`src/design/temporal_ema_ycbcr_filter_unit_defines.svh`:
```
// Assertion macros of the temporal EMA filter, used by the EMA core.
`ifndef TEMPORAL_EMA_YCBCR_FILTER_UNIT_DEFINES_SVH
`define TEMPORAL_EMA_YCBCR_FILTER_UNIT_DEFINES_SVH

// Condition that must hold in every cycle out of reset
`define TEFU_ASSERT_ALWAYS(label, clk, rst, cond, msg) \
  label: assert property (@(posedge clk) disable iff (rst) (cond)) else $error(msg);

// Same-cycle implication
`define TEFU_ASSERT_IMPLY(label, clk, rst, ante, cons, msg) \
  label: assert property (@(posedge clk) disable iff (rst) (ante) |-> (cons)) else $error(msg);

// Next-cycle implication
`define TEFU_ASSERT_NEXT(label, clk, rst, ante, cons, msg) \
  label: assert property (@(posedge clk) disable iff (rst) (ante) |=> (cons)) else $error(msg);

`endif

```
`src/design/tefu_pkg.sv`:
```
// Package: shared types and constants of the temporal EMA YCbCr filter.
package tefu_pkg;

  // Default sizing
  localparam int PIXELS_DEF        = 1048576;
  localparam int FRACTION_BITS_DEF = 16;

  // Field widths
  localparam int PIX_IDX_W = 20;
  localparam int SAMPLE_W  = 8;
  localparam int FACTOR_W  = 10;

  // Configuration port
  localparam int PADDR_W     = 3;
  localparam int PDATA_W     = 32;
  localparam int REG_IDX_LSB = 2;

  // Register index (one bit of paddr above the byte lanes)
  localparam logic REG_SMOOTHING_FACTOR = 1'b0;

  localparam logic [FACTOR_W-1:0] FACTOR_RESET = FACTOR_W'(1);

  // One pixel's samples
  typedef struct packed {
    logic [SAMPLE_W-1:0] luma;
    logic [SAMPLE_W-1:0] cb;
    logic [SAMPLE_W-1:0] cr;
  } pix_t;

endpackage

```
`src/design/tefu_index_wrap.sv`:
```
// Address stages: reduces the pixel index modulo PIXELS by reciprocal multiply.
module tefu_index_wrap import tefu_pkg::*; #(
  parameter int PIXELS = PIXELS_DEF,
  parameter int ADDR_W = 20
) (
  input  logic                 clk,
  input  logic                 rst,
  input  logic                 accept,
  output logic                 ready,
  input  logic [PIX_IDX_W-1:0] index,
  input  pix_t                 pix,
  output logic                 out_v,
  output logic [ADDR_W-1:0]    out_addr,
  output pix_t                 out_pix,
  input  logic                 out_take
);

  localparam int C_W  = $clog2(PIXELS);
  localparam int K    = PIX_IDX_W + C_W;
  localparam int P1_W = K + PIX_IDX_W;
  localparam int PW   = $clog2(PIXELS + 1);
  localparam int P2_W = PIX_IDX_W + PW;
  localparam logic [P1_W-1:0] MUL = P1_W'((64'd1 << K) / PIXELS);

  logic                 a_v, b_v;
  logic [PIX_IDX_W-1:0] a_idx, b_idx;
  pix_t                 a_pix, b_pix;
  logic [P1_W-1:0]      a_prod;
  logic [P2_W-1:0]      b_prod;
  logic [P2_W-1:0]      rem;
  logic [P2_W-1:0]      rem_c;
  logic                 en_a, en_b, en_s1;

  assign en_s1 = !out_v || out_take;
  assign en_b  = !b_v || en_s1;
  assign en_a  = !a_v || en_b;
  assign ready = en_a;

  // quotient estimate is low by at most one, so one correction suffices
  always_comb begin
    rem   = P2_W'(b_idx) - b_prod;
    rem_c = (rem >= P2_W'(PIXELS)) ? rem - P2_W'(PIXELS) : rem;
  end

  // valid bits
  always_ff @(posedge clk) begin
    if (rst) begin
      a_v   <= 1'b0;
      b_v   <= 1'b0;
      out_v <= 1'b0;
    end else begin
      if (en_a)  a_v   <= accept;
      if (en_b)  b_v   <= a_v;
      if (en_s1) out_v <= b_v;
    end
  end

  // payload
  always_ff @(posedge clk) begin
    if (en_a) begin
      a_idx  <= index;
      a_pix  <= pix;
      a_prod <= P1_W'(index) * MUL;
    end
    if (en_b) begin
      b_idx  <= a_idx;
      b_pix  <= a_pix;
      b_prod <= P2_W'(a_prod[K +: PIX_IDX_W]) * P2_W'(PIXELS);
    end
    if (en_s1) begin
      out_addr <= rem_c[ADDR_W-1:0];
      out_pix  <= b_pix;
    end
  end

endmodule

```
`config.mk`:
```
export PLATFORM = sky130hd
export DESIGN_NAME = tefu_index_wrap
export DESIGN_NICKNAME = d
export VERILOG_FILES = /design/src/design/temporal_ema_ycbcr_filter_unit_defines.svh /design/src/design/tefu_pkg.sv /design/src/design/tefu_index_wrap.sv
export SDC_FILE = /design/constraint.sdc
export NUM_CORES = 1
export LEC_CHECK = 0
export ABC_AREA = 1
export BUFFER_PORTS_ARGS = -buffer_cell sky130_fd_sc_hd__buf_2
export CORE_UTILIZATION = 50
export CTS_CLUSTER_DIAMETER = 200
export CTS_CLUSTER_SIZE = 25
export DETAILED_ROUTE_END_ITERATION = 8
export PLACE_DENSITY = 0.75
export SETUP_SLACK_MARGIN = 0.3
export SLEW_MARGIN = 20
export SYNTH_ARGS = -nofsm -noshare
export SYNTH_HDL_FRONTEND = slang
export SYNTH_SLANG_ARGS = --single-unit
```
`constraint.sdc`:
```
create_clock -name clk -period 2.4 [get_ports clk]
set_input_delay 0 -clock clk [delete_from_list [all_inputs] [get_ports clk]]
set_output_delay 0 -clock clk [all_outputs]
set_load 0.01 [all_outputs]
```
# Word level (Yosys, flattened, before mapping)
# Cells that the tools add are included.
# op_classes
addsub,1
order_cmp,1
n_mux,1
n_reduce_logical,6
# op_table
operator,count
20-bit by 21-bit >= comparator with 1-bit output (second input constant),1
20-bit two-way mux,1
20-bit by 1-bit subtractor with 20-bit output (second input constant),1
1-bit zero test,3
1-bit logical OR,3
# word_totals
regBits,135
input_bits,48
wordCells,24

# Longest topological paths before layout
# depth
ltp_word,4
mapped_depth,3
mapped_depth_nobuf,3

# Worst setup path before layout
# OpenSTA, ideal clock, no wires.
# synth_timing
path_kind,reg2reg
startpoint,register out_v
endpoint,register b_idx[0] (enable)
setup_time_ps,677
arrival_ps,1464
slack_ps,260
path_stages_with_launch,2
path_buffers,0
cell_sequence,dfxtp_1 > nand3_1
# synth_between
elab_chain_len,3
# synth_rtl
element,line,source
"start, declared",tefu_index_wrap.sv:12,"output logic out_v,"
"start signal, assigned",tefu_index_wrap.sv:54,if (en_s1) out_v <= b_v;
1-bit zero test,tefu_index_wrap.sv:34,assign en_s1 = !out_v || out_take;
1-bit logical OR,tefu_index_wrap.sv:34,
1-bit logical OR,tefu_index_wrap.sv:35,assign en_b = !b_v || en_s1;
via en_b,tefu_index_wrap.sv:32,"logic en_a, en_b, en_s1;"
"end signal, assigned",tefu_index_wrap.sv:66,b_idx <= a_idx;
"end, declared",tefu_index_wrap.sv:26,"logic [PIX_IDX_W-1:0] a_idx, b_idx;"
# The timed path passes the listed nets, and every way through them passes these cells.
# A chain may end at the register's enable or synchronous reset.

# Final worst setup path
# layout_timing
startpoint,register out_v
endpoint,register a_v
# layout_between
elab_chain_len,4
# layout_rtl
element,line,source
1-bit zero test,tefu_index_wrap.sv:34,
1-bit logical OR,tefu_index_wrap.sv:34,
1-bit logical OR,tefu_index_wrap.sv:35,
1-bit logical OR,tefu_index_wrap.sv:36,assign en_a = !a_v || en_b;
"end signal, assigned",tefu_index_wrap.sv:52,if (en_a) a_v <= accept;
"end, declared",tefu_index_wrap.sv:25,"logic a_v, b_v;"
# No other way between the ends.

==> key figures <==
Power and ir drop
  – Net Sw Frac: approximately a fifth
  – Total power: around 5.8 mW
  – Peak VDD IR: ~610 uV
  – Logic pwr share: approximately 3.3%
  – PD cells: 984 mW/mm^2
  – Cell Int Power: about 4.7 mW
  – P_sw: 1.09 mW
  – Part of the power in registers: approximately 48%
  – Leakage power: 2.34 nW
  – Clock share of power: around half

Placement
  – GPL Wtd Cong: around 0.70
  – Hpwl dp: approximately 3600 um
  – IO buf count: 93

Yosys
  – Compound-Gate Fraction of Synth Area: 0.460%
  – Count leader, synth: edfxtp_1
  – Synthesis warning total: 0
  – Asr flop ratio synth: 0%
  – Largest family of logic cells by synthesized area: simple AND/OR/NAND/NOR gates
  – Syn avg cell area: approximately 28 sq um
  – Synth Net Count: 193
  – Number of synthesized flops with an enable pin: around 130
  – Post-synth cell types: 8
  – Synth top cells by count: edfxtp_1 (132), inv_1 (4), dfxtp_1 (3)
  – Synth top area share: 97.2%
  – Number of synthesized register bits: between 100 and 150
  – Ys flop type: edfxtp_1
  – Multiplexer area fraction after synthesis: 0%
  – Post-synthesis sequential area ratio: slightly below 100%
  – Top cells by area, synth: edfxtp_1 (97%), dfxtp_1 (1.5%), inv_1 (0.37%)
  – Xor/xnor share of the synthesized area: 0%
  – Synth area leader: edfxtp_1
  – Post-synthesis adder-cell area fraction: 0%
  – Synth Area in Simple Gates: less than 1%
  – Mapped Area: 0.00408 sq mm
  – Syn Inst Count: 145

Timing
  – Fin crit share: approximately four fifths
  – Max frequency: between 500 and 600 MHz
  – Final Hold Viols: 0
  – RSZ-0062 raised after global routing: false
  – Final setup violation count: 0
  – Fin Setup TNS: 0 ns
  – Fin crit period: between 1.5 and 2 ns
  – Max-slew violations: 0
  – Worst-Margin Slew: 0.573 ns
  – Setup Skew: ~0.0076 ns
  – Slew headroom: 61.7%

CTS
  – CTS tree: done
  – Worst skew pair latency: around 0.51 ns
  – Cts bufs inserted: 17
  – CTS H-tree lvls: 4
  – Root buffer cell: clkbuf_8
  – Clk buf depth: 2
  – Clock transition at path regs: about 0.060 ns
  – Clk sinks: around 140

Die
  – I/O Pins: 94
  – Core region area: slightly below 0.008 sq mm
  – Initial Util: a little over half
  – Die H: roughly 90 um
  – Die W: just over 90 um
  – Die area: about 0.0085 sq mm
  – Rows: 32

Critical path
  – Critical path type: reg -> reg
  – Worst setup SP type: flop
  – CP max-delay cell: dlygate4sd3_1
  – Crit-path cells: nand4_4 -> buf_4 -> a21oi_2 -> dlygate4sd3_1
  – Worst setup EP type: flop
  – Largest stage delay, worst path: around 0.54 ns
  – Critical Path RT: roughly 2.9 ns
  – CP max FO: 29
  – WP data arrival: 2.38 ns

Global route
  – GRT Total Usage: 16.1%
  – Largest net degree at the start of global routing: 30
  – Congestion Overflow GR: 0
  – Initial antenna violation count: 0
  – Vias in the first global route: around 1900
  – First-pass GRT wire length: between 9000 and 10000 um

Run
  – MaxCap Viol Count: 0

Routing
  – Initial DRC count: 84
  – Routed WL: roughly 6100 um
  – Uppermost layer routed: met4
  – DR vias/cell: 4.53
  – Routed wl met3: 557 um
  – WL met1: 2340 um
  – Post-DR wirelength/cell: between 10 and 15 um
  – Router iterations before antenna repair: 4
  – ANT nets after route: 0
  – WL met2: 3070 um
  – DRC Markers: 0
  – DR vias: around 1900

Min path
  – Worst Hold Class: in -> reg

Final layout
  – Synth-to-layout area growth: 43.3%
  – Share of cells above drive strength 1: 41.6%
  – Final core occ: around 75%
  – # diodes: 0
  – Fin nets: around 360

Status
  – Status: complete, no violations
[final timing paths]
check / start / endpoint / slack [ns] / cells past startpoint
worst min-delay path: out_take / a_pix[23] / 0.08 / 3
worst max register to register: out_v / a_v / 0.48 / 4
worst min register to register: a_idx[13] / b_idx[13] / 0.42 / 0
worst max-delay path: out_v / a_v / 0.48 / 4
[logic make-up after synthesis]
kind of cell,Yosys count
flip-flops,135
AO/OA/AOI/OAI,3
AND/OR/NAND/NOR,3
buffers and inverters,4
[critical path, delay by kind of cell, from the launching register on]
kind | cells | cell delay, ns
and+or+nand+nor | 1 | 0.33
AOI/OAI and AO/OA | 1 | 0.16
buffers and inverters | 2 | 0.92
DFF | 1 | 0.45
[cells in the final DEF, fill, tap and decap left out, drive strengths merged]
master,count
edfxtp,132
bufinv,5
a21oi,3
clkinvlp,2
dfxtp,3
clkbuf,17
buf,97
nand2,1
nand4,1
nand3,1
clkinv,1
dlygate4sd3,46
inv,11
[flip-flops by register name (all words and copies together), names as in the netlist]
name,flops
b_idx,20
out_pix,24
b_v,1
b_pix,24
out_addr,20
a_v,1
out_v,1
a_idx,20
a_pix,24
[power by group through the flow]
stage / sequential, mW / clock (mW) / combinational (mW)
2_1_floorplan: 2.83 / 0 / 0.00934
3_3_place_gp: 2.81 / 0 / 0.132
3_5_place_dp: 2.81 / 0 / 0.132
4_1_cts: 2.77 / 2.84 / 0.191
5_1_grt: 2.77 / 2.95 / 0.206
6_report: 2.76 / 2.80 / 0.191
[timing repair]
item	CTS	global route
setup buffers	0	0
hold buffers	46	0
hold endpoints to repair	47	0
gates resized for setup	1	0
setup endpoints to repair	1	0
[final cells by class]
type / instances / area [sq um]
multi-input cells: 6 / 56.3
clock buffers: 17 / 414
repair buffers: 143 / 968
clock inverters: 15 / 240
flip-flops and latches: 135 / 4020
well taps: 102 / 128
fillers: 435 / 1960
inverters: 4 / 15.0
[stage by stage]
step	worst slack (ns)	instances	cell area (sq um)	hold WS (ns)
2_1_floorplan	0.480	145	4080	0.0624
3_3_place_gp	0.780	344	4720	0.177
3_5_place_dp	0.709	344	4720	0.178
4_1_cts	0.490	422	5850	0.0474
5_1_grt	0.393	422	5850	0.0869
6_report	0.477	422	5850	0.0823
[metal layers]
layer	vias to the layer above	GRT usage (%)
met3	11	7.39
li1	912	-
met2	90	25.7
met4	0	9.77
met1	899	17.5
met5	-	0
Note: power is estimated with default switching activity, not from simulation.
