--- src/design/temporal_ema_ycbcr_filter_unit_defines.svh ---
// Assertion macros of the temporal EMA filter, used by the EMA core.
`ifndef TEMPORAL_EMA_YCBCR_FILTER_UNIT_DEFINES_SVH
`define TEMPORAL_EMA_YCBCR_FILTER_UNIT_DEFINES_SVH

// Condition that must hold in every cycle out of reset
`define TEFU_ASSERT_ALWAYS(label, clk, rst, cond, msg) \
  label: assert property (@(posedge clk) disable iff (rst) (cond)) else $error(msg);

// Same-cycle implication
`define TEFU_ASSERT_IMPLY(label, clk, rst, ante, cons, msg) \
  label: assert property (@(posedge clk) disable iff (rst) (ante) |-> (cons)) else $error(msg);

// Next-cycle implication
`define TEFU_ASSERT_NEXT(label, clk, rst, ante, cons, msg) \
  label: assert property (@(posedge clk) disable iff (rst) (ante) |=> (cons)) else $error(msg);

`endif

--- src/design/tefu_pkg.sv ---
// Package: shared types and constants of the temporal EMA YCbCr filter.
package tefu_pkg;

  // Default sizing
  localparam int PIXELS_DEF        = 1048576;
  localparam int FRACTION_BITS_DEF = 16;

  // Field widths
  localparam int PIX_IDX_W = 20;
  localparam int SAMPLE_W  = 8;
  localparam int FACTOR_W  = 10;

  // Configuration port
  localparam int PADDR_W     = 3;
  localparam int PDATA_W     = 32;
  localparam int REG_IDX_LSB = 2;

  // Register index (one bit of paddr above the byte lanes)
  localparam logic REG_SMOOTHING_FACTOR = 1'b0;

  localparam logic [FACTOR_W-1:0] FACTOR_RESET = FACTOR_W'(1);

  // One pixel's samples
  typedef struct packed {
    logic [SAMPLE_W-1:0] luma;
    logic [SAMPLE_W-1:0] cb;
    logic [SAMPLE_W-1:0] cr;
  } pix_t;

endpackage

--- src/design/tefu_recip.sv ---
// Sequential reciprocal unit: weight = (2^F + N/2) / N, one quotient bit per cycle.
module tefu_recip import tefu_pkg::*; #(
  parameter int FRACTION_BITS = FRACTION_BITS_DEF
) (
  input  logic                     clk,
  input  logic                     rst,
  input  logic                     start,
  input  logic [FACTOR_W-1:0]      factor,
  output logic                     busy,
  output logic [FRACTION_BITS:0]   weight
);

  localparam int DVD_W = FRACTION_BITS + 2;
  localparam int CNT_W = $clog2(DVD_W + 1);

  logic [FACTOR_W-1:0] nz;
  logic [FACTOR_W-1:0] divisor;
  logic [FACTOR_W-1:0] rem;
  logic [FACTOR_W-1:0] rem_next;
  logic [FACTOR_W:0]   rem_sh;
  logic [DVD_W-1:0]    dividend;
  logic [DVD_W-1:0]    quo;
  logic [DVD_W-1:0]    quo_next;
  logic [CNT_W-1:0]    cnt;
  logic                ge;

  // zero factor acts as one
  assign nz = (factor == '0) ? FACTOR_W'(1) : factor;

  // restoring division step
  always_comb begin
    rem_sh   = {rem, dividend[DVD_W-1]};
    ge       = (rem_sh >= {1'b0, divisor});
    rem_next = ge ? FACTOR_W'(rem_sh - {1'b0, divisor}) : rem_sh[FACTOR_W-1:0];
    quo_next = {quo[DVD_W-2:0], ge};
  end

  // control and result
  always_ff @(posedge clk) begin
    if (rst) begin
      busy   <= 1'b0;
      cnt    <= '0;
      weight <= {1'b1, {FRACTION_BITS{1'b0}}};
    end else if (start) begin
      busy <= 1'b1;
      cnt  <= CNT_W'(DVD_W);
    end else if (busy) begin
      cnt <= cnt - CNT_W'(1);
      if (cnt == CNT_W'(1)) begin
        busy   <= 1'b0;
        weight <= quo_next[FRACTION_BITS:0];
      end
    end
  end

  // datapath
  always_ff @(posedge clk) begin
    if (start) begin
      divisor  <= nz;
      dividend <= (DVD_W'(1) << FRACTION_BITS) + DVD_W'(nz[FACTOR_W-1:1]);
      rem      <= '0;
      quo      <= '0;
    end else if (busy) begin
      divisor  <= divisor;
      dividend <= {dividend[DVD_W-2:0], 1'b0};
      rem      <= rem_next;
      quo      <= quo_next;
    end
  end

endmodule

--- config.mk ---
export PLATFORM = sky130hd
export DESIGN_NAME = tefu_recip
export DESIGN_NICKNAME = d
export VERILOG_FILES = /design/src/design/temporal_ema_ycbcr_filter_unit_defines.svh /design/src/design/tefu_pkg.sv /design/src/design/tefu_recip.sv
export SDC_FILE = /design/constraint.sdc
export NUM_CORES = 1
export LEC_CHECK = 0
export BUFFER_PORTS_ARGS = -buffer_cell sky130_fd_sc_hd__buf_4
export CAP_MARGIN = 20
export CORE_MARGIN = 8
export CORE_UTILIZATION = 35
export CTS_BUF_LIST = sky130_fd_sc_hd__clkbuf_8
export DETAILED_ROUTE_END_ITERATION = 8
export GPL_TIMING_DRIVEN = 0
export HOLD_SLACK_MARGIN = 0.08
export PLACE_DENSITY = 0.6
export SLEW_MARGIN = 20
export SYNTH_ARGS = -nofsm -noshare
export SYNTH_HDL_FRONTEND = slang
export SYNTH_SLANG_ARGS = --single-unit
--- constraint.sdc ---
create_clock -name clk -period 2.7 [get_ports clk]
set_input_delay 0.135 -clock clk [delete_from_list [all_inputs] [get_ports clk]]
set_output_delay 0.135 -clock clk [all_outputs]
set_load 0.01 [all_outputs]
# == Word-level counts from Yosys, hierarchy flattened ==
# Index checks and enable logic that the tools add are counted.
# classes
add_sub_neg,3
n_mul,0
div,0
order_cmp,1
n_eq_ne,1
shift,0
muxes,9
bitwise_logic,1
reduce_logical,4
# ops
operator,count
18-bit two-way mux,2
10-bit two-way mux,2
"17-bit by 9-bit adder with 18-bit output, first input constant",1
11-bit by 10-bit >= comparator with 1-bit output,1
10-bit logical NOT,1
5-bit two-way mux,2
10-bit subtractor,1
"5-bit by 1-bit == test with 1-bit output, second input constant",1
"5-bit by 1-bit subtractor with 5-bit output, second input constant",1
1-bit two-way mux,3
3-bit AND reduction,1
2-bit nonzero test,1
2-bit OR reduction,1
1-bit NOT,1
# word_totals
register_bits,77
latch_bits,0
ram_bits,0
romBits,0
input_bits,13
output_inout_bits,18
elab_cells,28
memories,0

# == Depth between registers and ports, before layout ==
# depth
word_depth,4
mapped_depth,10
depth_no_buf,10

# == Worst setup path after synthesis ==
# Ideal clock, no wire load.
# synth_timing
path_type,reg2reg
start,register dividend[17]
end,register rem[8]
setup_ns,0.139
t_arrival_ns,1.847
required_time_ns,2.561
setup_slack_ns,0.714
path_stages_with_launch,11
path_buffers,0
period_less_slack_ns,1.986
cell_sequence,edfxtp_1 inv_1 ha_1 inv_1 fa_1 a21oi_1 o22ai_1 o41ai_1 xnor2_1 mux2i_1 o22ai_1
# synth_via
elab_chain_cells,2
word_cells_on_any_way,3
classes_between,1 x add/sub; 1 x order compare; 1 x mux
# synth_rtl
item,line_no,rtl
start: declaration,tefu_recip.sv:21,logic [DVD_W-1:0] dividend;
start signal: assignment,tefu_recip.sv:60,dividend <= (DVD_W'(1) << FRACTION_BITS) + DVD_W'(nz[FACTOR_W-1:1]);
start signal: assignment,tefu_recip.sv:65,"dividend <= {dividend[DVD_W-2:0], 1'b0};"
10-bit subtractor or 11-bit by 10-bit >= comparator with 1-bit output (tied branches),"tefu_recip.sv:34, tefu_recip.sv:33",
10-bit two-way mux (*),tefu_recip.sv:34,"rem_next = ge ? FACTOR_W'(rem_sh - {1'b0, divisor}) : rem_sh[FACTOR_W-1:0];"
end signal: assignment,tefu_recip.sv:66,rem <= rem_next;
end: declaration,tefu_recip.sv:18,logic [FACTOR_W-1:0] rem;
# Mark *: on every way between the ends. The rest lies on a longest branch, timed or not.
# A chain may end at the register's enable or synchronous reset.

# == Worst setup path in the final report ==
# Ends and elaborated chain as after synthesis.

==> impl_metrics.env <==
export IMPL_cap_violations=0
export IMPL_status="finished, final reports clean"
export IMPL_regToRegSetupSlack_ns=0.44
export IMPL_cp_num_buf_inv=2
export IMPL_final_cell_count_no_fill=527
export IMPL_cp_start_kind="register"
export IMPL_max_clock_freq_ghz=0.443
export IMPL_slowest_delay_ns=0.40
export IMPL_io_buffer_count=30
export IMPL_dieHeight_um=114
export IMPL_cp_arrival_ns=2.47
export IMPL_synth_top_area_share_pct=28.9
export IMPL_final_setup_viol_count=0
export IMPL_crit_family="compound AO/OA/AOI/OAI gates"
export IMPL_cts_resized=0
export IMPL_grt_pass1_vias=2478
export IMPL_drtIter0Drc=119
export IMPL_dieArea_sq_mm=0.0131
export IMPL_synth_yosys_seq_area_share_pct=53.7
export IMPL_critPathKind="reg -> reg"
export IMPL_reg2reg_to="rem[8]"
export IMPL_n_fill_cell=904
export IMPL_synthFlopType="dfxtp_1"
export IMPL_yosysMostFrequentCell="dfxtp_1"
export IMPL_htree_levels=3
export IMPL_ys_seq_elements=77
export IMPL_ys_warn_count=0
export IMPL_fp_dieW_um=114
export IMPL_tightest_slew_ns=0.686
export IMPL_stdcell_area_sq_mm=0.00413
export IMPL_drt_pass1_iterations=4
export IMPL_antenna_found_initial=0
export IMPL_num_vias=2444
export IMPL_initial_core_util_pct=35.4
export IMPL_layout_drive_gt1_share_pct=16.5
export IMPL_rows=36
export IMPL_synth_cell_types=45
export IMPL_gp_congestion=0.824
export IMPL_slew_violations=0
export IMPL_rr_worst_depth=10
export IMPL_worstSetupPathDepth=10
export IMPL_endpoint_kind="register"
export IMPL_synth_largest_area_cell="dfxtp_1"
export IMPL_tns_ns=0
export IMPL_io_pins=31
export IMPL_grt_max_degree=20
export IMPL_utilization_pct=43.0
export IMPL_worstHoldPathType="reg -> reg"
export IMPL_numCtsBuffers=9
export IMPL_synth_area_per_cell_sq_um=10.1
export IMPL_root_buffer="clkbuf_8"
export IMPL_clock_sinks=77
export IMPL_worstReg2RegStart="dividend[17]"
export IMPL_min_from="weight[6]"
export IMPL_core_area_sq_mm=0.00959
export IMPL_hold_violations=0
export IMPL_hold_path_depth=2
export IMPL_clkTransAtPathRegs_ns=0.08
export IMPL_vias_per_cell=4.64
export IMPL_drc=0
export IMPL_post_drt_wl_per_cell_um=13.0
export IMPL_dpl_cell_area_sq_mm=0.00378
export IMPL_fin_crit_sh_pct=83.7
export IMPL_worstPathRequired_ns=2.91
export IMPL_grt_pass1_wl_um=11600
export IMPL_dp_cells=499
export IMPL_fin_crit_ns=2.26
export IMPL_cts_tree="done"
export IMPL_cts_buffer_depth=2
export IMPL_ant_nets=0
export IMPL_drt_total_wl_um=6860
export IMPL_path_cells="inv_1 > ha_1 > inv_1 > fa_1 > a21oi_1 > o22ai_1 > o41ai_1 > xnor2_1 > mux2i_1 > o22ai_1"
export IMPL_path_max_fanout=2
export IMPL_hpwl_um=4810
export IMPL_pwr_density_cell_mw_per_mm2=609
export IMPL_synthTopCellsByCount="dfxtp_1 (49), nand2_1 (44), nor2_1 (39)"
export IMPL_crit_path_top_delay_cell="fa_1"
export IMPL_finalClockSkew_ns=0.00954
export IMPL_relSlewSlack_pct=54.2
export IMPL_grt_use_total_pct=11.2
export IMPL_ir_drop_mv=0.247
export IMPL_grt_ovfl_total=0
export IMPL_rsz0062_at_grt="no"
export IMPL_synth_area_leaders="dfxtp_1 (29%), edfxtp_1 (25%), mux2i_1 (6.8%)"
export IMPL_async_flop_share_pct=0
export IMPL_synthesis_area_sq_mm=0.00339
export IMPL_syn_num_nets=362
export IMPL_worstHoldEndpoint="weight[6]"
export IMPL_diodes=0
export IMPL_nets=415
export IMPL_worst_skew_pair_late_latency_ns=0.34
export IMPL_synth_edff_count=28
export IMPL_p_leak_nw=1.60
export IMPL_syn_inst=336
export IMPL_synthToLayoutAreaGrowth_pct=21.7
## where the power goes
part / switching [mW] / internal (mW) / total (mW)
clock network: 0.417 / 0.544 / 0.961
logic: 0.149 / 0.126 / 0.275
registers: 0.0218 / 1.26 / 1.28
## area by class of cell
| type | count | area (sq um) | area share (%) |
|---|---|---|---|
| plain buffers | 23 | 97.6 | 2.36 |
| clock buffers | 10 | 138 | 3.33 |
| clock inverters | 6 | 86.3 | 2.09 |
| inverters | 19 | 71.3 | 1.73 |
| multi-input cells | 217 | 1400 | 34.0 |
| flip-flops and latches | 77 | 1820 | 44.1 |
| well taps | 133 | 166 | 4.03 |
| repair buffers | 42 | 345 | 8.36 |
## layer usage
metal / track usage, % / part of all wire [%] / wire length [um] / up-vias
met3: 2.16 / 2.7 / 184 / 7
met2: 18.5 / 50 / 3410 / 31
li1: - / - / - / 1240
met1: 13.4 / 46 / 3150 / 1166
met5: 0 / 0 / 0 / -
met4: 6.21 / 1.6 / 113 / 0
## registers in the layout, indices dropped and copies added (netlist names)
name	flops
busy	1
cnt	5
dividend	18
divisor	10
quo	16
rem	10
weight	17
## per-stage QoR
| stage | hold slack (ns) | setup slack [ns] | total power [mW] |
|---|---|---|---|
| 3_3_place_gp | 0.346 | 0.464 | 1.56 |
| 4_1_cts | 0.0854 | 0.419 | 2.55 |
| 2_1_floorplan | 0.212 | 0.714 | 1.50 |
| 5_1_grt | 0.488 | 0.266 | 2.64 |
| 6_report | 0.459 | 0.441 | 2.52 |
| 3_5_place_dp | 0.350 | 0.457 | 1.57 |
## timing repair
item,in CTS,in global routing
endpoints found under the hold margin,22,1
hold buffers,11,1
buffers inserted,0,0
## logic make-up after synthesis
kind of cell	count (synthesis)	share of synthesized area, %
buf+inv	42	4.98
simple gates	119	15.9
xor+xnor	11	2.84
flops	77	53.7
mux	31	9.44
fa+ha+maj	13	5.01
compound gates	43	8.19
## layout by cell type (no fill, tap or decap), types with 4 or more instances in the layout
cell and n:
mux2_2 8, nor3_1 8, nor2_1 39, a21oi_1 22, nand2_1 44, clkbuf_1 17
ha_1 12, clkbuf_8 10, inv_1 19, nor2b_1 10, edfxtp_1 28, nand3_1 4
xnor2_1 8, dfxtp_1 49, mux2i_1 23, buf_4 30, dlygate4sd3_1 12
## worst max-delay path by stage
stage                       startpoint      to  slack (ns)
after floorplan           dividend[17]  rem[8]        0.71
after global placement    dividend[17]  rem[8]        0.46
after detailed placement  dividend[17]  rem[8]        0.46
after CTS                   divisor[8]  rem[4]        0.42
after global routing      dividend[17]  rem[8]        0.27
final                     dividend[17]  rem[8]        0.44
## worst min-delay path: stages, from the launching register on
cell,delay (ns)
dfxtp_1,0.32
nand2_1,0.05
a21oi_1,0.05
Power figures use the tool's default switching activity.
