`src/design/temporal_ema_ycbcr_filter_unit_defines.svh`:
```
// Assertion macros of the temporal EMA filter, used by the EMA core.
`ifndef TEMPORAL_EMA_YCBCR_FILTER_UNIT_DEFINES_SVH
`define TEMPORAL_EMA_YCBCR_FILTER_UNIT_DEFINES_SVH

// Condition that must hold in every cycle out of reset
`define TEFU_ASSERT_ALWAYS(label, clk, rst, cond, msg) \
  label: assert property (@(posedge clk) disable iff (rst) (cond)) else $error(msg);

// Same-cycle implication
`define TEFU_ASSERT_IMPLY(label, clk, rst, ante, cons, msg) \
  label: assert property (@(posedge clk) disable iff (rst) (ante) |-> (cons)) else $error(msg);

// Next-cycle implication
`define TEFU_ASSERT_NEXT(label, clk, rst, ante, cons, msg) \
  label: assert property (@(posedge clk) disable iff (rst) (ante) |=> (cons)) else $error(msg);

`endif

```
`src/design/tefu_pkg.sv`:
```
// Package: shared types and constants of the temporal EMA YCbCr filter.
package tefu_pkg;

  // Default sizing
  localparam int PIXELS_DEF        = 1048576;
  localparam int FRACTION_BITS_DEF = 16;

  // Field widths
  localparam int PIX_IDX_W = 20;
  localparam int SAMPLE_W  = 8;
  localparam int FACTOR_W  = 10;

  // Configuration port
  localparam int PADDR_W     = 3;
  localparam int PDATA_W     = 32;
  localparam int REG_IDX_LSB = 2;

  // Register index (one bit of paddr above the byte lanes)
  localparam logic REG_SMOOTHING_FACTOR = 1'b0;

  localparam logic [FACTOR_W-1:0] FACTOR_RESET = FACTOR_W'(1);

  // One pixel's samples
  typedef struct packed {
    logic [SAMPLE_W-1:0] luma;
    logic [SAMPLE_W-1:0] cb;
    logic [SAMPLE_W-1:0] cr;
  } pix_t;

endpackage

```
`src/design/tefu_if.sv`:
```


interface tefu_res_if import tefu_pkg::*; ();
  logic                valid;
  logic                ready;
  logic [SAMPLE_W-1:0] luma_out;
  logic [SAMPLE_W-1:0] cb_out;
  logic [SAMPLE_W-1:0] cr_out;

  modport source (output valid, luma_out, cb_out, cr_out, input ready);
  modport sink   (input valid, luma_out, cb_out, cr_out, output ready);
endinterface

```
`src/design/tefu_ema_core.sv`:
```
// EMA core: read, difference, weight multiply, accumulate and write back.
`include "temporal_ema_ycbcr_filter_unit_defines.svh"

module tefu_ema_core import tefu_pkg::*; #(
  parameter int ADDR_W        = 20,
  parameter int FRACTION_BITS = FRACTION_BITS_DEF
) (
  input  logic                                      clk,
  input  logic                                      rst,
  input  logic                                      s1_v,
  input  logic [ADDR_W-1:0]                         s1_addr,
  input  pix_t                                      s1_pix,
  output logic                                      s1_take,
  input  logic [FRACTION_BITS:0]                    weight,
  output logic                                      rd_en,
  output logic [ADDR_W-1:0]                         rd_addr,
  input  logic [3*(SAMPLE_W+FRACTION_BITS)-1:0]     rd_data,
  output logic                                      wr_en,
  output logic [ADDR_W-1:0]                         wr_addr,
  output logic [3*(SAMPLE_W+FRACTION_BITS)-1:0]     wr_data,
  tefu_res_if.source                                result
);

  localparam int ACC_W  = SAMPLE_W + FRACTION_BITS;
  localparam int EXT_W  = ACC_W + 1;
  localparam int WT_W   = FRACTION_BITS + 1;
  localparam int PROD_W = EXT_W + WT_W + 1;
  localparam int CH_Y   = 0;
  localparam int CH_CB  = 1;
  localparam int CH_CR  = 2;
  localparam logic [ACC_W-1:0] LUMA_MAX = {{SAMPLE_W{1'b1}}, {FRACTION_BITS{1'b0}}};

  logic              s2_v, s3_v, s4_v, out_v;
  logic [ADDR_W-1:0] s2_addr, s3_addr, s4_addr;
  pix_t              s2_pix;
  logic              en_s2, en_s3, en_s4, en_out, hazard;

  logic signed [EXT_W-1:0]  acc_ext  [3];
  logic signed [EXT_W-1:0]  smp_ext  [3];
  logic signed [EXT_W-1:0]  diff     [3];
  logic signed [EXT_W-1:0]  s3_acc   [3];
  logic signed [EXT_W-1:0]  s3_diff  [3];
  logic signed [PROD_W-1:0] prod     [3];
  logic signed [EXT_W-1:0]  s4_acc   [3];
  logic signed [PROD_W-1:0] s4_prod  [3];
  logic signed [PROD_W-1:0] step     [3];
  logic signed [EXT_W-1:0]  new_acc  [3];
  logic [SAMPLE_W-1:0]      out_luma, out_cb, out_cr;

  // stage enables, back to front
  assign en_out = !out_v || result.ready;
  assign en_s4  = !s4_v || en_out;
  assign en_s3  = !s3_v || en_s4;
  assign en_s2  = !s2_v || en_s3;

  // interlock: an entry still in read-modify-write is not read again
  assign hazard = (s2_v && (s2_addr == s1_addr)) ||
                  (s3_v && (s3_addr == s1_addr)) ||
                  (s4_v && (s4_addr == s1_addr));
  assign s1_take = s1_v && en_s2 && !hazard;
  assign rd_en   = s1_take;
  assign rd_addr = s1_addr;

  // difference to the sample, chroma re-centered on zero
  always_comb begin
    acc_ext[CH_Y]  = $signed({1'b0, rd_data[ACC_W-1:0]});
    acc_ext[CH_CB] = $signed({rd_data[2*ACC_W-1], rd_data[2*ACC_W-1:ACC_W]});
    acc_ext[CH_CR] = $signed({rd_data[3*ACC_W-1], rd_data[3*ACC_W-1:2*ACC_W]});
    smp_ext[CH_Y]  = $signed({1'b0, s2_pix.luma, {FRACTION_BITS{1'b0}}});
    smp_ext[CH_CB] = $signed({~s2_pix.cb[SAMPLE_W-1], ~s2_pix.cb[SAMPLE_W-1],
                              s2_pix.cb[SAMPLE_W-2:0], {FRACTION_BITS{1'b0}}});
    smp_ext[CH_CR] = $signed({~s2_pix.cr[SAMPLE_W-1], ~s2_pix.cr[SAMPLE_W-1],
                              s2_pix.cr[SAMPLE_W-2:0], {FRACTION_BITS{1'b0}}});
    for (int c = 0; c < 3; c++) begin
      diff[c] = smp_ext[c] - acc_ext[c];
    end
  end

  // weight multiply
  always_comb begin
    for (int c = 0; c < 3; c++) begin
      prod[c] = s3_diff[c] * $signed({1'b0, weight});
    end
  end

  // floor of the weighted step, accumulate
  always_comb begin
    for (int c = 0; c < 3; c++) begin
      step[c]    = s4_prod[c] >>> FRACTION_BITS;
      new_acc[c] = s4_acc[c] + step[c][EXT_W-1:0];
    end
  end

  // write back as the item leaves the last stage
  assign wr_en   = s4_v && en_s4;
  assign wr_addr = s4_addr;
  assign wr_data = {new_acc[CH_CR][ACC_W-1:0], new_acc[CH_CB][ACC_W-1:0],
                    new_acc[CH_Y][ACC_W-1:0]};

  // valid bits
  always_ff @(posedge clk) begin
    if (rst) begin
      s2_v  <= 1'b0;
      s3_v  <= 1'b0;
      s4_v  <= 1'b0;
      out_v <= 1'b0;
    end else begin
      if (en_s2)  s2_v  <= s1_take;
      if (en_s3)  s3_v  <= s2_v;
      if (en_s4)  s4_v  <= s3_v;
      if (en_out) out_v <= s4_v;
    end
  end

  // payload; accumulators stay in sample range, so the integer part needs no clamp
  always_ff @(posedge clk) begin
    if (en_s2) begin
      s2_addr <= s1_addr;
      s2_pix  <= s1_pix;
    end
    if (en_s3) begin
      s3_addr <= s2_addr;
      s3_acc  <= acc_ext;
      s3_diff <= diff;
    end
    if (en_s4) begin
      s4_addr <= s3_addr;
      s4_acc  <= s3_acc;
      s4_prod <= prod;
    end
    if (en_out) begin
      out_luma <= new_acc[CH_Y][FRACTION_BITS +: SAMPLE_W];
      out_cb   <= {~new_acc[CH_CB][ACC_W-1], new_acc[CH_CB][FRACTION_BITS +: SAMPLE_W-1]};
      out_cr   <= {~new_acc[CH_CR][ACC_W-1], new_acc[CH_CR][FRACTION_BITS +: SAMPLE_W-1]};
    end
  end

  assign result.valid    = out_v;
  assign result.luma_out = out_luma;
  assign result.cb_out   = out_cb;
  assign result.cr_out   = out_cr;

  // no two in-flight requests share a store entry
  `TEFU_ASSERT_IMPLY(a_s2_s3_distinct, clk, rst, s2_v && s3_v, s2_addr != s3_addr, "s2/s3 same entry")
  `TEFU_ASSERT_IMPLY(a_s2_s4_distinct, clk, rst, s2_v && s4_v, s2_addr != s4_addr, "s2/s4 same entry")
  `TEFU_ASSERT_IMPLY(a_s3_s4_distinct, clk, rst, s3_v && s4_v, s3_addr != s4_addr, "s3/s4 same entry")
  // luma accumulator never leaves 0..255
  `TEFU_ASSERT_IMPLY(a_luma_range, clk, rst, wr_en, wr_data[ACC_W-1:0] <= LUMA_MAX, "luma out of range")

endmodule

```
`src/flat_wrapper.sv`:
```
// flat-port wrapper written by rule: the top's interface ports become plain ports
module tefu_ema_core_flat import tefu_pkg::*;
#(
  parameter int ADDR_W        = 20,
  parameter int FRACTION_BITS = FRACTION_BITS_DEF
)
  (clk, rst, s1_v, s1_addr, s1_pix, s1_take, weight, rd_en, rd_addr, rd_data, wr_en, wr_addr, wr_data, result_valid, result_luma_out, result_cb_out, result_cr_out, result_ready);
  tefu_res_if result_i ();
  input  logic clk;
  input  logic rst;
  input  logic s1_v;
  input  logic [ADDR_W-1:0] s1_addr;
  input  pix_t s1_pix;
  output logic s1_take;
  input  logic [FRACTION_BITS:0] weight;
  output logic rd_en;
  output logic [ADDR_W-1:0] rd_addr;
  input  logic [3*(SAMPLE_W+FRACTION_BITS)-1:0] rd_data;
  output logic wr_en;
  output logic [ADDR_W-1:0] wr_addr;
  output logic [3*(SAMPLE_W+FRACTION_BITS)-1:0] wr_data;
  output wire logic [$bits(result_i.valid)-1:0] result_valid;
  output wire logic [$bits(result_i.luma_out)-1:0] result_luma_out;
  output wire logic [$bits(result_i.cb_out)-1:0] result_cb_out;
  output wire logic [$bits(result_i.cr_out)-1:0] result_cr_out;
  input wire logic [$bits(result_i.ready)-1:0] result_ready;
  assign result_valid = result_i.valid;
  assign result_luma_out = result_i.luma_out;
  assign result_cb_out = result_i.cb_out;
  assign result_cr_out = result_i.cr_out;
  assign result_i.ready = result_ready;
  tefu_ema_core #(.ADDR_W(ADDR_W), .FRACTION_BITS(FRACTION_BITS)) u_core (.clk(clk), .rst(rst), .s1_v(s1_v), .s1_addr(s1_addr), .s1_pix(s1_pix), .s1_take(s1_take), .weight(weight), .rd_en(rd_en), .rd_addr(rd_addr), .rd_data(rd_data), .wr_en(wr_en), .wr_addr(wr_addr), .wr_data(wr_data), .result(result_i));
endmodule
```
`config.mk`:
```
export PLATFORM = sky130hd
export DESIGN_NAME = tefu_ema_core_flat
export DESIGN_NICKNAME = d
export VERILOG_FILES = /design/src/design/tefu_pkg.sv /design/src/design/tefu_if.sv /design/src/design/tefu_ema_core.sv /design/src/flat_wrapper.sv
export VERILOG_INCLUDE_DIRS = /design/src /design/src/design
export SDC_FILE = /design/constraint.sdc
export NUM_CORES = 2
export LEC_CHECK = 0
export BUFFER_PORTS_ARGS = -buffer_cell sky130_fd_sc_hd__buf_2
export CAP_MARGIN = 20
export CORE_MARGIN = 2
export CORE_UTILIZATION = 59
export DETAILED_ROUTE_END_ITERATION = 8
export PLACE_DENSITY_LB_ADDON = 0.1
export REMOVE_ABC_BUFFERS = 1
export SLEW_MARGIN = 20
export SYNTH_ARGS = -nofsm -noshare
export SYNTH_HDL_FRONTEND = slang
export SYNTH_SLANG_ARGS = --single-unit
export TNS_END_PERCENT = 100
```
`constraint.sdc`:
```
create_clock -name clk -period 6.6 [get_ports clk]
set_input_delay 0.99 -clock clk [delete_from_list [all_inputs] [get_ports clk]]
set_output_delay 0.99 -clock clk [all_outputs]
set_load 0.02 [all_outputs]
```
# After elaboration in Yosys (flattened, before gate mapping)
# Index checks and enable logic that the tools add are counted.
# Widths: inputs -> output; s select.
[word_totals]
wordCells = 58
register_bits = 451
output_inout_bits = 140
[op_classes]
n_bitwise = 4
mul = 3
reduce_logical = 17
add_sub_neg = 6
n_eq_ne = 3
[ops]
columns = ["operator", "n"]
rows = [
  ["$mul 25x18->40", 3],
  ["$sub 24x24->25", 3],
  ["$add 24x24->24", 3],
  ["$eq 20x20->1", 3],
  ["$logic_and 1x1->1", 6],
  ["$logic_or 1x1->1", 6],
  ["$logic_not 1->1", 5],
  ["$not 1->1", 4],
]

# Logic depth before layout (Yosys ltp)
[logic_depth]
word_depth = 7
mapped_depth = 26

# Worst setup path after synthesis
# Ideal clock, no wire load.
[synth_path]
kind = "input -> register"
start = "in weight[9]"
end = "reg u_core.s4_prod[125] (netlist bit), data pin"
arrival_time_ps = 6777
required_time_ps = 6340
path_stages = 23
n_path_buf = 2
path_slack_ps = -437
path_cell_list = "clkbuf_1 -> clkbuf_1 -> nand2_1 -> fa_1 -> inv_1 -> fa_1 -> fa_1 -> fa_1 -> fa_1 -> inv_1 -> fa_1 -> inv_1 -> ha_1 -> a21o_1 -> a211oi_1 -> o21ai_0 -> a31oi_1 -> a21bo_2 -> o41ai_4 -> o211ai_1 -> a31o_2 -> a21oi_2 -> xnor2_1"
[synth_lines]
columns = ["item", "line_no", "rtl"]
rows = [
  ["start: declaration", "flat_wrapper.sv:15", "input logic [FRACTION_BITS:0] weight;"],
  ["end signal: assignment", "tefu_ema_core.sv:129", "s4_prod <= prod;"],
  ["end: declaration", "tefu_ema_core.sv:45", "logic signed [PROD_W-1:0] s4_prod [3];"],
]

==> impl_metrics.toml <==
[critical_path]
crit_fanout = 7
worstPathRequired_ns = 6.95
critical_path_class = "in2reg"
crit_path_max_incr_delay_ns = 0.52
worstPathArrival_ns = 6.92
cp_slowest_cell = "fa_1"
cp_common_cell = "fa_1"
cp-end-kind = "flip-flop"
start_kind = "input pin"

[drt]
drtAntennaViolNets = 0
wl_per_cell_um = 17.8
drc_errors = 0
vias_per_cell = 5.23
routed-via-count = 41900
routed_wl_um = 143000
drt_pass1_iterations = 6
drt_iter0_drc = 2434

[yosys]
syn_avg_cell_area_um2 = 10.0
yosys_warnings = 0
synth-main-ff-cell = "edfxtp_1"
synthesis.area_um2 = 60100
synth-simple-area-share = 0.135
synth_top_family_by_area = "adder cells"
synthCells = 5982
synth_mux_area_frac = 0.000333
synth-compound-area-share = 0.0401
synth-async-reset-ratio = 0
synth_xor_xnor_area_share = 0.0428
synthAdderAreaFrac = 0.473
yosysUniqueCellTypes = 76
synth-seq-area-share = 0.199
synth_seq_cells = 400
synth-edff-count = 396

[placement]
place_area_um2 = 66700
gp_congestion = 0.895
io_buffers = 276
hpwl_um = 115000
dp.cells = 7896

[clock_network]
clock_sinks = 400
path_clk_slew_ns = 0.06
clkLatencyLatePin_ns = 0.60
ctsLongestPathBuffers = 3
cts_made_buffers = 44
cts_max_level = 2
cts_tree = "done"
root_buffer = "clkbuf_16"

[sta]
hold_viol = 0
period_share = 0.995
finalMaxSlewViolations = 0
finalSetupViolCount = 0
post-route-min-period_ns = 6.57
rsz0062_at_grt = "yes"
clock_skew_ns = 0.0145
worst_pin_slew_ns = 0.838
totalNegativeSetupSlack_ns = 0
slew_headroom = 0.442
max_freq_mhz = 152

[grt]
antenna_found_initial = 6
grt_pass1_vias = 44900
grt_overflow = 0
grt_pass1_wl_um = 232000
grt_max_degree = 117
grt_usage = 0.285

[floorplan]
dieArea_um2 = 104000
fp.dieH_um = 323
core_um2 = 101000
rows = 117
die_w_um = 323
start_util = 0.592
io_pins = 277

[run]
cap_violations = 0

[finish]
fin_nets = 8308
fillCellCount = 8046
final_core_util = 0.682
areaGrowthSynthToFinish_pct = 15.1
final_cells = 8011
final_area_um2 = 69200
drive_gt1_frac = 0.151

[worst_hold_path]
min-delay-path-class = "reg2reg"

[status]
status = "finished clean"
-- worst paths after layout --
kind	endpoint	depth (start not counted)	from	slack, ns
setup / recovery	u_core.s4_prod[39]$_DFFE_PP_	25	weight[8]	0.03
hold / removal	u_core.s4_acc[44]$_DFFE_PP_	0	u_core.s3_acc[44]$_DFFE_PP_	0.41
setup reg to reg	u_core.s4_prod[125]$_DFFE_PP_	23	u_core.s3_diff[67]$_DFFE_PP_	0.07
hold reg to reg	u_core.s4_acc[44]$_DFFE_PP_	0	u_core.s3_acc[44]$_DFFE_PP_	0.41
-- placed cells by master, fill, tap and decap left out, types with 7 or more instances in the layout --
| cell | Yosys | final |
|---|---|---|
| a211oi_1 | 10 | 7 |
| a21o_1 | 53 | 53 |
| a21oi_1 | 96 | 83 |
| a21oi_2 | 4 | 16 |
| a31oi_1 | 11 | 10 |
| and2_1 | 593 | 578 |
| and2_4 | 0 | 15 |
| and3_1 | 13 | 13 |
| buf_12 | 0 | 56 |
| buf_2 | 0 | 268 |
| buf_4 | 21 | 459 |
| buf_6 | 0 | 18 |
| bufinv_16 | 0 | 7 |
| clkbuf_16 | 0 | 51 |
| clkinv_1 | 0 | 10 |
| clkinv_2 | 0 | 8 |
| edfxtp_1 | 396 | 396 |
| fa_1 | 1185 | 1167 |
| fa_2 | 0 | 18 |
| ha_1 | 378 | 367 |
| ha_4 | 0 | 8 |
| inv_1 | 1492 | 1480 |
| inv_2 | 0 | 12 |
| nand2_1 | 747 | 744 |
| nand2b_1 | 18 | 17 |
| nand3_1 | 29 | 28 |
| nand4_1 | 27 | 27 |
| nor2_1 | 111 | 109 |
| nor2b_1 | 18 | 17 |
| nor3_1 | 45 | 44 |
| nor4_1 | 13 | 13 |
| o21a_1 | 26 | 25 |
| o21ai_0 | 48 | 44 |
| o21bai_1 | 26 | 26 |
| xnor2_1 | 221 | 221 |
| xor2_1 | 73 | 73 |
-- metrics by stage --
step,setup WS [ns],hold WS (ns)
after global placement,-0.716,0.401
after floorplan,-0.157,0.400
after detailed placement,-0.828,0.405
after global routing,-0.202,0.418
after CTS,-0.00310,0.414
final,0.0332,0.413
-- cells by family after synthesis --
family	after synthesis
multiplexers	2
buffers and inverters	1727
AO/OA/AOI/OAI	351
XOR/XNOR	294
adder cells (fa/ha/maj)	1563
flip-flops	400
AND/OR/NAND/NOR	1645
-- area by class of cell --
cell class | instances | area, um^2 | share of cell area
clock buffer | 49 | 1140 | 0.0165
timing repair buffer | 815 | 6380 | 0.0923
inverter | 1492 | 5600 | 0.0810
clock inverter | 31 | 374 | 0.00541
antenna | 1 | 2.50 | 0.0000362
sequential | 400 | 12000 | 0.173
multi-input combinational | 3855 | 42000 | 0.607
tap | 1368 | 1710 | 0.0247
-- layer usage --
layer	vias up	track usage	wire (um)
met1	21400	0.399	60100
met2	1170	0.476	69600
met5	-	0	62
li1	19100	-	-
met3	225	0.0316	8130
met4	10	0.0771	4700
-- repair_timing --
item | CTS | global route
endpoints found under the hold margin | 0 | 0
gates resized for setup | 20 | 134
buffers inserted | 4 | 25
gates cloned | 1 | 6
hold buffers | 0 | 0
endpoints found under the setup margin | 13 | 31
pin swaps | 10 | 63
-- state kept, by name, indices dropped and copies added, names as in the netlist --
| signal | cells |
|---|---|
| u_core.result.luma_out | 8 |
| u_core.s3_v | 1 |
| u_core.result.cb_out | 8 |
| u_core.s2_pix | 24 |
| u_core.s4_prod | 72 |
| u_core.s2_addr | 20 |
| u_core.s3_acc | 69 |
| u_core.s4_acc | 72 |
| u_core.result.valid | 1 |
| u_core.s2_v | 1 |
| u_core.wr_addr | 20 |
| u_core.s4_v | 1 |
| u_core.s3_addr | 20 |
| u_core.result.cr_out | 8 |
| u_core.s3_diff | 75 |
-- synthesized netlist by cell type, types with 5 or more instances --
library cell  number  area, um^2
xor2_1            73         639
and4_1             5        43.8
xnor2_1          221        1940
nor4_1            13        81.3
o21ai_0           48         240
a31oi_1           11        68.8
nand2b_1          18         113
o21ai_1            5        25.0
clkbuf_1         214         803
fa_1            1185       23700
a211o_1            5        43.8
nor3_1            45         225
o21a_1            26         195
buf_4             21         158
inv_1           1492        5600
and2_1           593        3710
a41oi_1            5        43.8
nand3_1           29         145
nand2_1          747        2800
a21o_1            53         398
nor2_1           111         417
nand4_1           27         169
ha_1             378        4730
nor2b_1           18         113
and3_1            13        81.3
a211oi_1          10        75.1
o21bai_1          26         195
a21oi_1           96         480
or4_1              5        37.5
edfxtp_1         396       11900
-- critical path: cells and delay by family --
| kind | cells | cell delay [ns] |
|---|---|---|
| AOI/OAI and AO/OA | 8 | 1.94 |
| xor gates and xnor gates | 1 | 0.10 |
| adders and majority gates | 7 | 2.86 |
| buffers and inverters | 7 | 0.78 |
| and+or+nand+nor | 2 | 0.23 |
Power is not shown: default switching activity piles up to over one toggle a cycle in this logic, so the estimate is an artifact.
